**config.mk**
```make
export PLATFORM = sky130hd
export DESIGN_NAME = cache_control_directive_parser
export DESIGN_NICKNAME = d
export VERILOG_FILES = /design/src/hw/rtl/ccdp_pkg.sv /design/src/hw/rtl/ccdp_lex.sv /design/src/hw/rtl/cache_control_directive_parser.sv
export SDC_FILE = /design/constraint.sdc
export NUM_CORES = 1
export LEC_CHECK = 0
export BUFFER_PORTS_ARGS = -buffer_cell sky130_fd_sc_hd__buf_4
export CORE_ASPECT_RATIO = 1.5
export CORE_MARGIN = 3
export CORE_UTILIZATION = 52
export DETAILED_ROUTE_END_ITERATION = 8
export PLACE_DENSITY = 0.81
export SYNTH_ARGS = -nofsm -noshare
export SYNTH_HDL_FRONTEND = slang
export SYNTH_SLANG_ARGS = --single-unit
```
**constraint.sdc**
```tcl
create_clock -name clock -period 4.35 [get_ports clock]
set_input_delay 0.87 -clock clock [delete_from_list [all_inputs] [get_ports clock]]
set_output_delay 0.87 -clock clock [all_outputs]
set_load 0.02 [all_outputs]
```
**src/hw/rtl/ccdp_pkg.sv**
```systemverilog
// ----------------------------------------------------------------------------
// ccdp_pkg - shared types and constants of the Cache-Control directive parser
// Holds the parser state record, the keyword table, character codes and the
// reset value of the parse state.
// ----------------------------------------------------------------------------
package ccdp_pkg;

   localparam int KW_COUNT = 8;

   // Saturation point of a delta-seconds argument and the largest reachable value
   localparam logic [29:0] CAP_VALUE = 30'd100000000;
   localparam logic [29:0] AGE_LIMIT = 30'd1000000009;

   // Character codes
   localparam logic [7:0] CHAR_QUOTE = 8'h22;
   localparam logic [7:0] CHAR_COMMA = 8'h2C;
   localparam logic [7:0] CHAR_EQUAL = 8'h3D;
   localparam logic [7:0] CHAR_SPACE = 8'h20;
   localparam logic [7:0] CHAR_TAB   = 8'h09;
   localparam logic [7:0] CHAR_CR    = 8'h0D;
   localparam logic [7:0] CHAR_ZERO  = 8'h30;
   localparam logic [7:0] CHAR_NINE  = 8'h39;
   localparam logic [7:0] CHAR_UPPER_A = 8'h41;
   localparam logic [7:0] CHAR_UPPER_Z = 8'h5A;

   // Keyword bit positions in the candidate and hit vectors
   localparam int KW_MAX_AGE  = 6;
   localparam int KW_SMAX_AGE = 7;

   // Keyword text, right-justified: first character at the high end
   localparam logic [127:0] KW_TEXT [KW_COUNT] = '{
      128'("no-store"), 128'("no-cache"), 128'("must-revalidate"), 128'("private"),
      128'("public"), 128'("immutable"), 128'("max-age"), 128'("s-maxage")
   };
   localparam logic [4:0] KW_LEN [KW_COUNT] = '{
      5'd8, 5'd8, 5'd15, 5'd7, 5'd6, 5'd9, 5'd7, 5'd8
   };

   // Argument parse mode
   typedef enum logic [1:0] {
      MODE_EMPTY,
      MODE_DIGITS,
      MODE_SAT,
      MODE_BAD
   } arg_mode_type;

   // Complete parser state carried between transfers
   typedef struct packed {
      logic         quote_open;
      logic         in_arg;
      logic [7:0]   candidates;
      logic [4:0]   name_len;
      logic         pending_space;
      logic [29:0]  arg_value;
      arg_mode_type arg_mode;
      logic         arg_opened;
      logic         arg_qpend;
      logic [5:0]   seen;
      logic         max_age_present;
      logic [29:0]  max_age;
      logic         smax_age_present;
      logic [29:0]  smax_age;
   } parse_state_type;

   // One result transfer
   typedef struct packed {
      logic        nostore_seen;
      logic        nocache_seen;
      logic        revalidate_seen;
      logic        private_seen;
      logic        public_seen;
      logic        immutable;
      logic        max_age_present;
      logic [29:0] max_age;
      logic        shared_max_age_present;
      logic [29:0] shared_max_age;
   } result_type;

   // Character of keyword k at position idx (idx below the keyword length)
   function automatic logic [7:0] kw_char(input logic [2:0] k, input logic [3:0] idx);
      logic [127:0] text;
      logic [3:0]   pos;
      text = KW_TEXT[k];
      pos  = KW_LEN[k][3:0] - 4'd1 - idx;
      return text[{pos, 3'b000} +: 8];
   endfunction

   // State at reset and at the start of every header
   function automatic parse_state_type parse_state_reset();
      parse_state_type s;
      s            = '0;
      s.candidates = '1;
      s.arg_mode   = MODE_EMPTY;
      return s;
   endfunction

endpackage

```
**src/hw/rtl/ccdp_lex.sv**
```systemverilog
// ----------------------------------------------------------------------------
// ccdp_lex - one-character step of the Cache-Control directive parser
// Combinational: applies one header byte to the parse state, closes the open
// directive on an unquoted comma or on the final byte and builds the result record.
// ----------------------------------------------------------------------------
module ccdp_lex (
   input  ccdp_pkg::parse_state_type state_cur,
   input  logic                      has_byte,
   input  logic [7:0]                byte_req,
   input  logic                      last,
   output ccdp_pkg::parse_state_type state_next,
   output ccdp_pkg::result_type      result
);
   import ccdp_pkg::*;

   // Argument of the closing directive, bit 30 is the present flag
   function automatic logic [30:0] finish_arg(input parse_state_type s);
      logic good;
      good = (s.arg_mode == MODE_DIGITS) || (s.arg_mode == MODE_SAT);
      if (s.arg_opened && !s.arg_qpend) begin
         good = 1'b0;
      end
      if (!s.in_arg || !good) begin
         return '0;
      end
      return {1'b1, s.arg_value};
   endfunction

   // Close the open directive: record hits and start a fresh name
   function automatic parse_state_type end_directive(input parse_state_type s_in);
      parse_state_type s;
      logic [7:0]      hits;
      logic [30:0]     arg;
      s   = s_in;
      arg = finish_arg(s_in);
      for (int i = 0; i < KW_COUNT; i++) begin
         hits[i] = s_in.candidates[i] && (s_in.name_len == KW_LEN[i]);
      end
      s.seen = s.seen | hits[5:0];
      if (hits[KW_MAX_AGE]) begin
         s.max_age_present = arg[30];
         s.max_age         = arg[29:0];
      end
      if (hits[KW_SMAX_AGE]) begin
         s.smax_age_present = arg[30];
         s.smax_age         = arg[29:0];
      end
      s.in_arg        = 1'b0;
      s.candidates    = '1;
      s.name_len      = '0;
      s.pending_space = 1'b0;
      s.arg_value     = '0;
      s.arg_mode      = MODE_EMPTY;
      s.arg_opened    = 1'b0;
      s.arg_qpend     = 1'b0;
      return s;
   endfunction

   function automatic arg_mode_type bad_mode(input arg_mode_type m);
      return (m == MODE_SAT) ? MODE_SAT : MODE_BAD;
   endfunction

   logic            is_space;
   logic            is_digit;
   logic [7:0]      lower_c;
   parse_state_type s;
   parse_state_type s_end;

   // Character classes
   always_comb begin
      is_space = (byte_req == CHAR_SPACE) || ((byte_req >= CHAR_TAB) && (byte_req <= CHAR_CR));
      is_digit = (byte_req >= CHAR_ZERO) && (byte_req <= CHAR_NINE);
      lower_c  = ((byte_req >= CHAR_UPPER_A) && (byte_req <= CHAR_UPPER_Z)) ?
                 (byte_req | 8'h20) : byte_req;
   end

   // Apply the byte
   always_comb begin
      s = state_cur;
      if (has_byte) begin
         if (byte_req == CHAR_QUOTE) begin
            s.quote_open = ~s.quote_open;
         end
         if ((byte_req == CHAR_COMMA) && !s.quote_open) begin
            s = end_directive(state_cur);
         end else if (!s.in_arg) begin
            // directive name
            if (byte_req == CHAR_EQUAL) begin
               s.in_arg        = 1'b1;
               s.pending_space = 1'b0;
            end else if (is_space) begin
               if (s.name_len != '0) begin
                  s.pending_space = 1'b1;
               end
            end else begin
               if (s.pending_space) begin
                  s.candidates    = '0;
                  s.pending_space = 1'b0;
               end
               for (int i = 0; i < KW_COUNT; i++) begin
                  if (!((s.name_len < KW_LEN[i]) &&
                        (kw_char(3'(i), s.name_len[3:0]) == lower_c))) begin
                     s.candidates[i] = 1'b0;
                  end
               end
               if (s.name_len != 5'd31) begin
                  s.name_len = s.name_len + 5'd1;
               end
            end
         end else begin
            // directive argument
            if (is_space) begin
               if ((s.arg_mode != MODE_EMPTY) || s.arg_opened) begin
                  s.pending_space = 1'b1;
               end
            end else if ((s.arg_mode == MODE_EMPTY) && !s.arg_opened && !s.pending_space &&
                         (byte_req == CHAR_QUOTE)) begin
               s.arg_opened = 1'b1;
            end else begin
               if (s.arg_qpend) begin
                  s.arg_mode  = bad_mode(s.arg_mode);
                  s.arg_qpend = 1'b0;
               end
               if (s.pending_space) begin
                  s.arg_mode      = bad_mode(s.arg_mode);
                  s.pending_space = 1'b0;
               end
               if (s.arg_opened && (byte_req == CHAR_QUOTE)) begin
                  s.arg_qpend = 1'b1;
               end else if (!is_digit) begin
                  s.arg_mode = bad_mode(s.arg_mode);
               end else if ((s.arg_mode == MODE_DIGITS) && (s.arg_value > CAP_VALUE)) begin
                  s.arg_value = CAP_VALUE;
                  s.arg_mode  = MODE_SAT;
               end else if ((s.arg_mode == MODE_EMPTY) || (s.arg_mode == MODE_DIGITS)) begin
                  // value * 10 + digit; stays below 2^30 as the value is capped first
                  s.arg_value = ((s.arg_mode == MODE_EMPTY) ? 30'd0 :
                                 ((s.arg_value << 3) + (s.arg_value << 1))) +
                                {26'd0, byte_req[3:0]};
                  s.arg_mode  = MODE_DIGITS;
               end
            end
         end
      end
   end

   // Header end: close the directive, report, restart
   always_comb begin
      s_end                         = end_directive(s);
      result.nostore_seen           = s_end.seen[0];
      result.nocache_seen           = s_end.seen[1];
      result.revalidate_seen        = s_end.seen[2];
      result.private_seen           = s_end.seen[3];
      result.public_seen            = s_end.seen[4];
      result.immutable              = s_end.seen[5];
      result.max_age_present        = s_end.max_age_present;
      result.max_age                = s_end.max_age;
      result.shared_max_age_present = s_end.smax_age_present;
      result.shared_max_age         = s_end.smax_age;
      state_next                    = last ? parse_state_reset() : s;
   end

endmodule

```
**src/hw/rtl/cache_control_directive_parser.sv**
```systemverilog
// ----------------------------------------------------------------------------
// cache_control_directive_parser - Cache-Control header value parser
// Takes a header value one byte per transfer and reports the cache
// directives found once the final byte has arrived.
// ----------------------------------------------------------------------------
// Usage:
//   Request channel (req_*): one transfer per header byte; req_last marks the
//   final byte. A transfer with req_has_byte low carries no character and
//   serves to close an empty header (with req_last high).
//   Response channel (rsp_*): one transfer per header, carrying the six
//   directive flags and the max-age / s-maxage arguments.
//   Throughput: one request transfer per cycle while req_stall is low. Each
//   byte passes an input register and a single combinational parse step;
//   the final byte's result goes to the result register, and rsp_valid
//   rises with it, unless an earlier result is still held there.
//   Stall: when the response register holds an untaken result and the
//   receiver stalls, the final byte of the next header waits in the input
//   register and req_stall rises; a byte that is not final never waits there.
//   Reset clears the valid flags of both registers and the parse state;
//   nothing needs configuring.
// ----------------------------------------------------------------------------
module cache_control_directive_parser (
   input  logic        clock,
   input  logic        reset,
   input  logic        req_valid,
   output logic        req_stall,
   input  logic        req_has_byte,
   input  logic [7:0]  req_byte_req,
   input  logic        req_last,
   output logic        rsp_valid,
   input  logic        rsp_stall,
   output logic        rsp_nostore_seen,
   output logic        rsp_nocache_seen,
   output logic        rsp_revalidate_seen,
   output logic        rsp_private_seen,
   output logic        rsp_public_seen,
   output logic        rsp_immutable,
   output logic        rsp_max_age_present,
   output logic [29:0] rsp_max_age,
   output logic        rsp_shared_max_age_present,
   output logic [29:0] rsp_shared_max_age
);
   import ccdp_pkg::*;

   logic            in_valid_ff, in_valid_in;
   logic            in_has_ff;
   logic [7:0]      in_byte_ff;
   logic            in_last_ff;
   logic            req_accept;
   logic            step_fire;
   parse_state_type state_ff, state_in;
   parse_state_type step_state;
   result_type      step_result;
   logic            out_valid_ff, out_valid_in;
   result_type      out_ff;

   // Handshake: only a final byte needs room in the result register
   assign step_fire  = in_valid_ff && (!in_last_ff || !out_valid_ff || !rsp_stall);
   assign req_stall  = in_valid_ff && !step_fire;
   assign req_accept = req_valid && !req_stall;

   // Input register
   assign in_valid_in = req_accept ? 1'b1 : (step_fire ? 1'b0 : in_valid_ff);

   always_ff @(posedge clock) begin
      if (reset) begin
         in_valid_ff <= 1'b0;
      end else begin
         in_valid_ff <= in_valid_in;
      end
      if (req_accept) begin
         in_has_ff  <= req_has_byte;
         in_byte_ff <= req_byte_req;
         in_last_ff <= req_last;
      end
   end

   // Parse step
   ccdp_lex u_lex (
      .state_cur  (state_ff),
      .has_byte   (in_has_ff),
      .byte_req   (in_byte_ff),
      .last       (in_last_ff),
      .state_next (step_state),
      .result     (step_result)
   );

   assign state_in = step_fire ? step_state : state_ff;

   always_ff @(posedge clock) begin
      if (reset) begin
         state_ff <= parse_state_reset();
      end else begin
         state_ff <= state_in;
      end
   end

   // Result register
   always_comb begin
      out_valid_in = out_valid_ff;
      if (out_valid_ff && !rsp_stall) begin
         out_valid_in = 1'b0;
      end
      if (step_fire && in_last_ff) begin
         out_valid_in = 1'b1;
      end
   end

   always_ff @(posedge clock) begin
      if (reset) begin
         out_valid_ff <= 1'b0;
      end else begin
         out_valid_ff <= out_valid_in;
      end
      if (step_fire && in_last_ff) begin
         out_ff <= step_result;
      end
   end

   assign rsp_valid                  = out_valid_ff;
   assign rsp_nostore_seen           = out_ff.nostore_seen;
   assign rsp_nocache_seen           = out_ff.nocache_seen;
   assign rsp_revalidate_seen        = out_ff.revalidate_seen;
   assign rsp_private_seen           = out_ff.private_seen;
   assign rsp_public_seen            = out_ff.public_seen;
   assign rsp_immutable              = out_ff.immutable;
   assign rsp_max_age_present        = out_ff.max_age_present;
   assign rsp_max_age                = out_ff.max_age;
   assign rsp_shared_max_age_present = out_ff.shared_max_age_present;
   assign rsp_shared_max_age         = out_ff.shared_max_age;

   // Checks
   a_last_gives_result: assert property (@(posedge clock) disable iff (reset)
      step_fire && in_last_ff |=> out_valid_ff)
      else $error("final byte processed without a result");

   a_state_restarts: assert property (@(posedge clock) disable iff (reset)
      step_fire && in_last_ff |=> state_ff == parse_state_reset())
      else $error("parse state not restarted after header end");

   a_mid_bytes_flow: assert property (@(posedge clock) disable iff (reset)
      in_valid_ff && !in_last_ff |-> !req_stall)
      else $error("stall raised for a byte that needs no result slot");

   a_age_range: assert property (@(posedge clock) disable iff (reset)
      state_ff.max_age <= AGE_LIMIT && state_ff.smax_age <= AGE_LIMIT &&
      state_ff.arg_value <= AGE_LIMIT)
      else $error("argument value beyond its saturation limit");

   a_absent_is_zero: assert property (@(posedge clock) disable iff (reset)
      (!state_ff.max_age_present |-> state_ff.max_age == '0) and
      (!state_ff.smax_age_present |-> state_ff.smax_age == '0))
      else $error("absent argument carries a nonzero value");

endmodule
```
# After elaboration in Yosys (flattened, before gate mapping)
# Cells that the tools add are included.
[totals] in_bits=14 out_inout_bits=70 wordCells=241 ff_bits=198
[classes] shifts=8 add_sub_neg=8 eq_ne=34 mux=75 n_reduce_logical=72 n_lt_le_gt_ge=12 bitwise=3
[op_table] operator="indexed part select 128 x 8 -> 8 bit, first input constant" n=8
[op_table] operator="two-way mux 31 bit" n=8
[op_table] operator="two-way mux 118 bit" n=2
[op_table] operator="two-way mux 32 bit" n=3
[op_table] operator="two-way mux 34 bit" n=2
[op_table] operator="two-way mux 68 bit" n=1
[op_table] operator="equality test 8 bit" n=8
[op_table] operator="two-way mux 30 bit" n=2
[op_table] operator="two-way mux 49 bit" n=1
[op_table] operator="logical AND 1 bit" n=40
[op_table] operator="two-way mux 1 bit" n=36
[op_table] operator="two-way mux 33 bit" n=1
[op_table] operator="equality test 8 x 6 -> 1 bit, second input constant" n=4
[op_table] operator="adder 30 bit" n=1
[op_table] operator="adder 30 x 4 -> 30 bit" n=1
[op_table] operator="equality test 5 x 4 -> 1 bit, second input constant" n=6
[op_table] operator="greater-than comparator 30 x 27 -> 1 bit, second input constant" n=1
[op_table] operator="two-way mux 13 bit" n=2
[op_table] operator="two-way mux 2 bit" n=13
[op_table] operator="equality test 5 x 3 -> 1 bit, second input constant" n=4
[op_table] operator="less-than comparator 5 x 4 -> 1 bit, second input constant" n=3
[op_table] operator="zero test 1 bit" n=14
[op_table] operator="two-way mux 14 bit" n=1
[op_table] operator="bitwise OR 6 bit" n=2
[op_table] operator="other kinds (26)" n=48

# Longest topological paths before layout
[logic_depth] word_depth=37 mapped_depth=19 ltp_nobuf=14

# Hierarchy
# Synthesis repeated with hierarchy kept, for this count alone.
[unflattened] hier_cells=1876 hier_area_um2=15492.4
[modules_own_cells] module="cache_control_directive_parser" area_each_um2=7781.2 instances=1 cells_each=601 seq_area_each_um2=4744.6
[modules_own_cells] module="ccdp_lex" area_each_um2=7711.1 instances=1 cells_each=1275 seq_area_each_um2=0.0

# Least setup slack after synthesis
# No wires, ideal clock.
[synth_timing] path_kind="register to register" start="register state_ff[70] in the netlist's numbering" end="register out_ff (netlist bit rsp_max_age[25]) (data pin)" setup_time_ps=275 path_buffers=5 path_stages_with_launch=19 required_ps=4075 slack_ps=-329 period_less_slack_ps=4679 arrival_ps=4404 cell_sequence="dfxtp_1 > buf_2 > or4_1 > buf_4 > clkbuf_1 > clkbuf_1 > and2_1 > ha_1 > a21o_1 > nand2_1 > nor4_2 > nand3b_1 > nor4b_2 > nand4_1 > or3_1 > clkbuf_1 > o211a_1 > a211oi_1 > o22ai_1"
[synth_lines] element="from (decl)" line="cache_control_directive_parser.sv:51" rtl="parse_state_type state_ff, state_in;"
[synth_lines] element="from (signal assigned)" line="cache_control_directive_parser.sv:92" rtl="state_ff <= parse_state_reset();"
[synth_lines] element="from (signal assigned)" line="cache_control_directive_parser.sv:94" rtl="state_ff <= state_in;"
[synth_lines] element="to (signal assigned)" line="cache_control_directive_parser.sv:116" rtl="out_ff <= step_result;"
[synth_lines] element="to (decl)" line="cache_control_directive_parser.sv:55" rtl="result_type out_ff;"

==> impl_metrics.csv <==
group,metric,value,unit
die,start_util,0.533,
sta,hold_violations,0,
global_route,antenna_found_initial,2,
min_path,hp-class,"reg -> reg",
power_and_ir_drop,power,3.91,mW
setup_path,worst_setup_path_end_kind,"register",
power_and_ir_drop,ir_drop,0.000365,V
sta,tightest_slew,1.10,ns
yosys,syn_nets,1726,
cts,hold_buffers,0,
route,first_pass_iters,8,
cts,cts.htree.levels,4,
setup_path,critPathBufInv,0,
yosys,ys_ff_latch,198,
cts,cts_sinks,198,
yosys,synth_ff_type,"dfxtp_1",
die,rows,71,
route,routed_wl,48.1,mm
sta,final.setup_skew,0.0264,ns
route,drtIter0Drc,1500,
yosys,synthArstFlopShare,0,
final_layout,nets,1811,
cts,root_buffer,"clkbuf_16",
yosys,ys_types,88,
route,drc,0,
sta,setup_viol,0,
global_route,grt_pass1_wl,73.9,mm
die,coreArea,0.0252,mm^2
die,ios,84,
job,max_cap_violations,0,
setup_path,worstPathArrival,4.46,ns
route,antenna_left,0,
cts,cts_tree,"done",
yosys,synth-edff-count,78,
final_layout,drive_above_1_share,0.152,
cts,cts_buffers,17,
setup_path,required,4.65,ns
global_route,overflow,0,
yosys,yosys.area.top_type_share,0.179,
sta,post-route-min-period,4.16,ns
yosys,yosys.area.top_type,"dfxtp_1",
yosys,synth_cells,1663,
setup_path,crit_path_top_delay_cell,"or4_1",
final_layout,syn_to_final_growth,15.8,%
sta,post-route-period-util,0.957,
route,avgViaCountPerCell,6.74,
global_route,grt_max_degree,68,
route,wire_per_inst,23.0,um
setup_path,cp_max_fo,7,
placement,gp_congestion,1.01,
sta,setup-tns-final,0,ns
sta,rsz0062_at_grt,"no",
setup_path,critPathMaxStageDelay,0.61,ns
sta,clock.fmax,240,MHz
sta,report.final.slew_viol_count,0,
yosys,ys_warn_count,0,
final_layout,layout_commonest_cell,"nor2_1",
yosys,synth_area,0.0134,mm^2
status,outcome,"finished, final reports clean",
placement,dp_hpwl,34.8,mm
setup_path,cpLargestDelayFamily,"simple AND/OR/NAND/NOR gates",
yosys,yosys-top-cells-area,"dfxtp_1 18%, edfxtp_1 17%, nor2_1 6.4%",
placement,port_buffers,83,
global_route,grt_pass1_vias,13600,
cts,clk_latency,0.47,ns
setup_path,crit_type,"reg -> reg",
setup_path,path_cells,"or4_1 > and2_1 > ha_1 > a21o_1 > nand2_1 > nor4_4 > nand3b_1 > nor4b_4 > nand4_1 > or3_1 > nor3_1 > mux2_2 > a31oi_1",
route,num_vias,14100,
yosys,syn_avg_cell_area,8.08,um^2
yosys,yosysSeqAreaShare,0.353,
setup_path,start_kind,"register",
die,die_h,203,um
cts,clockBufferDepth,2,
power_and_ir_drop,power_leakage,5.74,nW
die,chipWidth,137,um
sta,slew_headroom,0.262,
power_and_ir_drop,cellPowerDensity,251,mW/mm^2
die,dieArea,0.0279,mm^2
global_route,track_usage,0.340,
cts,clk_pin_slew,0.10,ns
final_layout,final_cell_mix,"227 x nor2_1, 191 x buf_4, 168 x nand2_1, 140 x a21oi_1, 119 x dfxtp_1",
==> per-stage QoR <==
stage,instance area (um^2),hold WS [ns],std cells,util,setup slack (ns)
6_report,15600,0.480,2091,0.617,0.189
4_1_cts,15500,0.484,2088,0.615,0.160
3_5_place_dp,14900,0.467,2056,0.590,0.146
5_1_grt,15600,0.511,2090,0.617,0.000634
3_3_place_gp,14900,0.450,2056,0.590,0.234
2_1_floorplan,13500,0.437,1663,-,0.0114
==> cell families after synthesis <==
logic type | after synthesis | share of synthesized area
adder cells (fa/ha/maj) | 49 | 0.0467
flip-flops | 198 | 0.353
XOR/XNOR | 60 | 0.0391
AO/OA/AOI/OAI | 544 | 0.274
AND/OR/NAND/NOR | 619 | 0.214
multiplexers | 31 | 0.0235
buffers and inverters | 162 | 0.0494
==> cells in the mapped netlist, types with 13 or more instances <==
cell,count
o211ai_1,25
mux2i_1,26
xor2_1,31
nor2_1,230
nand3_1,29
nand2_1,170
dfxtp_1,120
inv_1,30
edfxtp_1,78
nand2b_1,16
a31oi_1,20
o21ai_0,78
buf_2,19
xnor2_1,29
a32oi_1,62
and2_1,17
nor4_1,13
clkbuf_1,93
or3_1,14
a211oi_1,53
a22oi_1,27
nand4_1,22
ha_1,47
a21oi_1,141
nor2b_1,19
nor3_1,39
==> worst min-delay path, stage by stage (launching register included) <==
cell     delay (ns)
dfxtp_1        0.33
a21oi_1        0.04
nor2_1         0.07
==> area by class of cell <==
type / instances / area (um^2)
clock buffers: 17 / 425
fillers: 2228 / 9660
repair buffers: 196 / 1530
clock inverters: 15 / 195
well taps: 328 / 410
diodes: 2 / 5.00
multi-input cells: 1303 / 8130
inverters: 32 / 120
flip-flops and latches: 198 / 4750
==> metal layers <==
metal  routed length (um)  global-route usage
met5                    0                   0
met2                23400               0.569
met3                 3600              0.0645
met4                 3970               0.251
met1                17100               0.378
==> path summary, 6_finish.rpt <==
kind / slack (ns) / end / startpoint / cells after the start
max: 0.19 / rsp_max_age[29] / state_ff[68] / 13
max reg2reg: 0.19 / rsp_max_age[29] / state_ff[68] / 13
min: 0.48 / state_ff[67] / state_ff[67] / 2
min reg2reg: 0.48 / state_ff[67] / state_ff[67] / 2
==> power breakdown <==
group          total [mW]  internal [mW]  switching, mW
clock network        1.67          0.791          0.875
registers            1.96           1.94         0.0181
logic               0.278         0.0892          0.189
total                3.91           2.82           1.08
==> flip-flops by register name, summed over array words and instances, names as in the netlist, 8 cells and up <==
register,flops
state_ff,118
rsp_max_age,30
in_byte_ff,8
rsp_shared_max_age,30
==> what timing repair did <==
item	CTS	global route
buffers inserted	0	1
endpoints found under the setup margin	0	40
resized for setup	0	9
No activity file was read; power rests on OpenSTA's default activity.
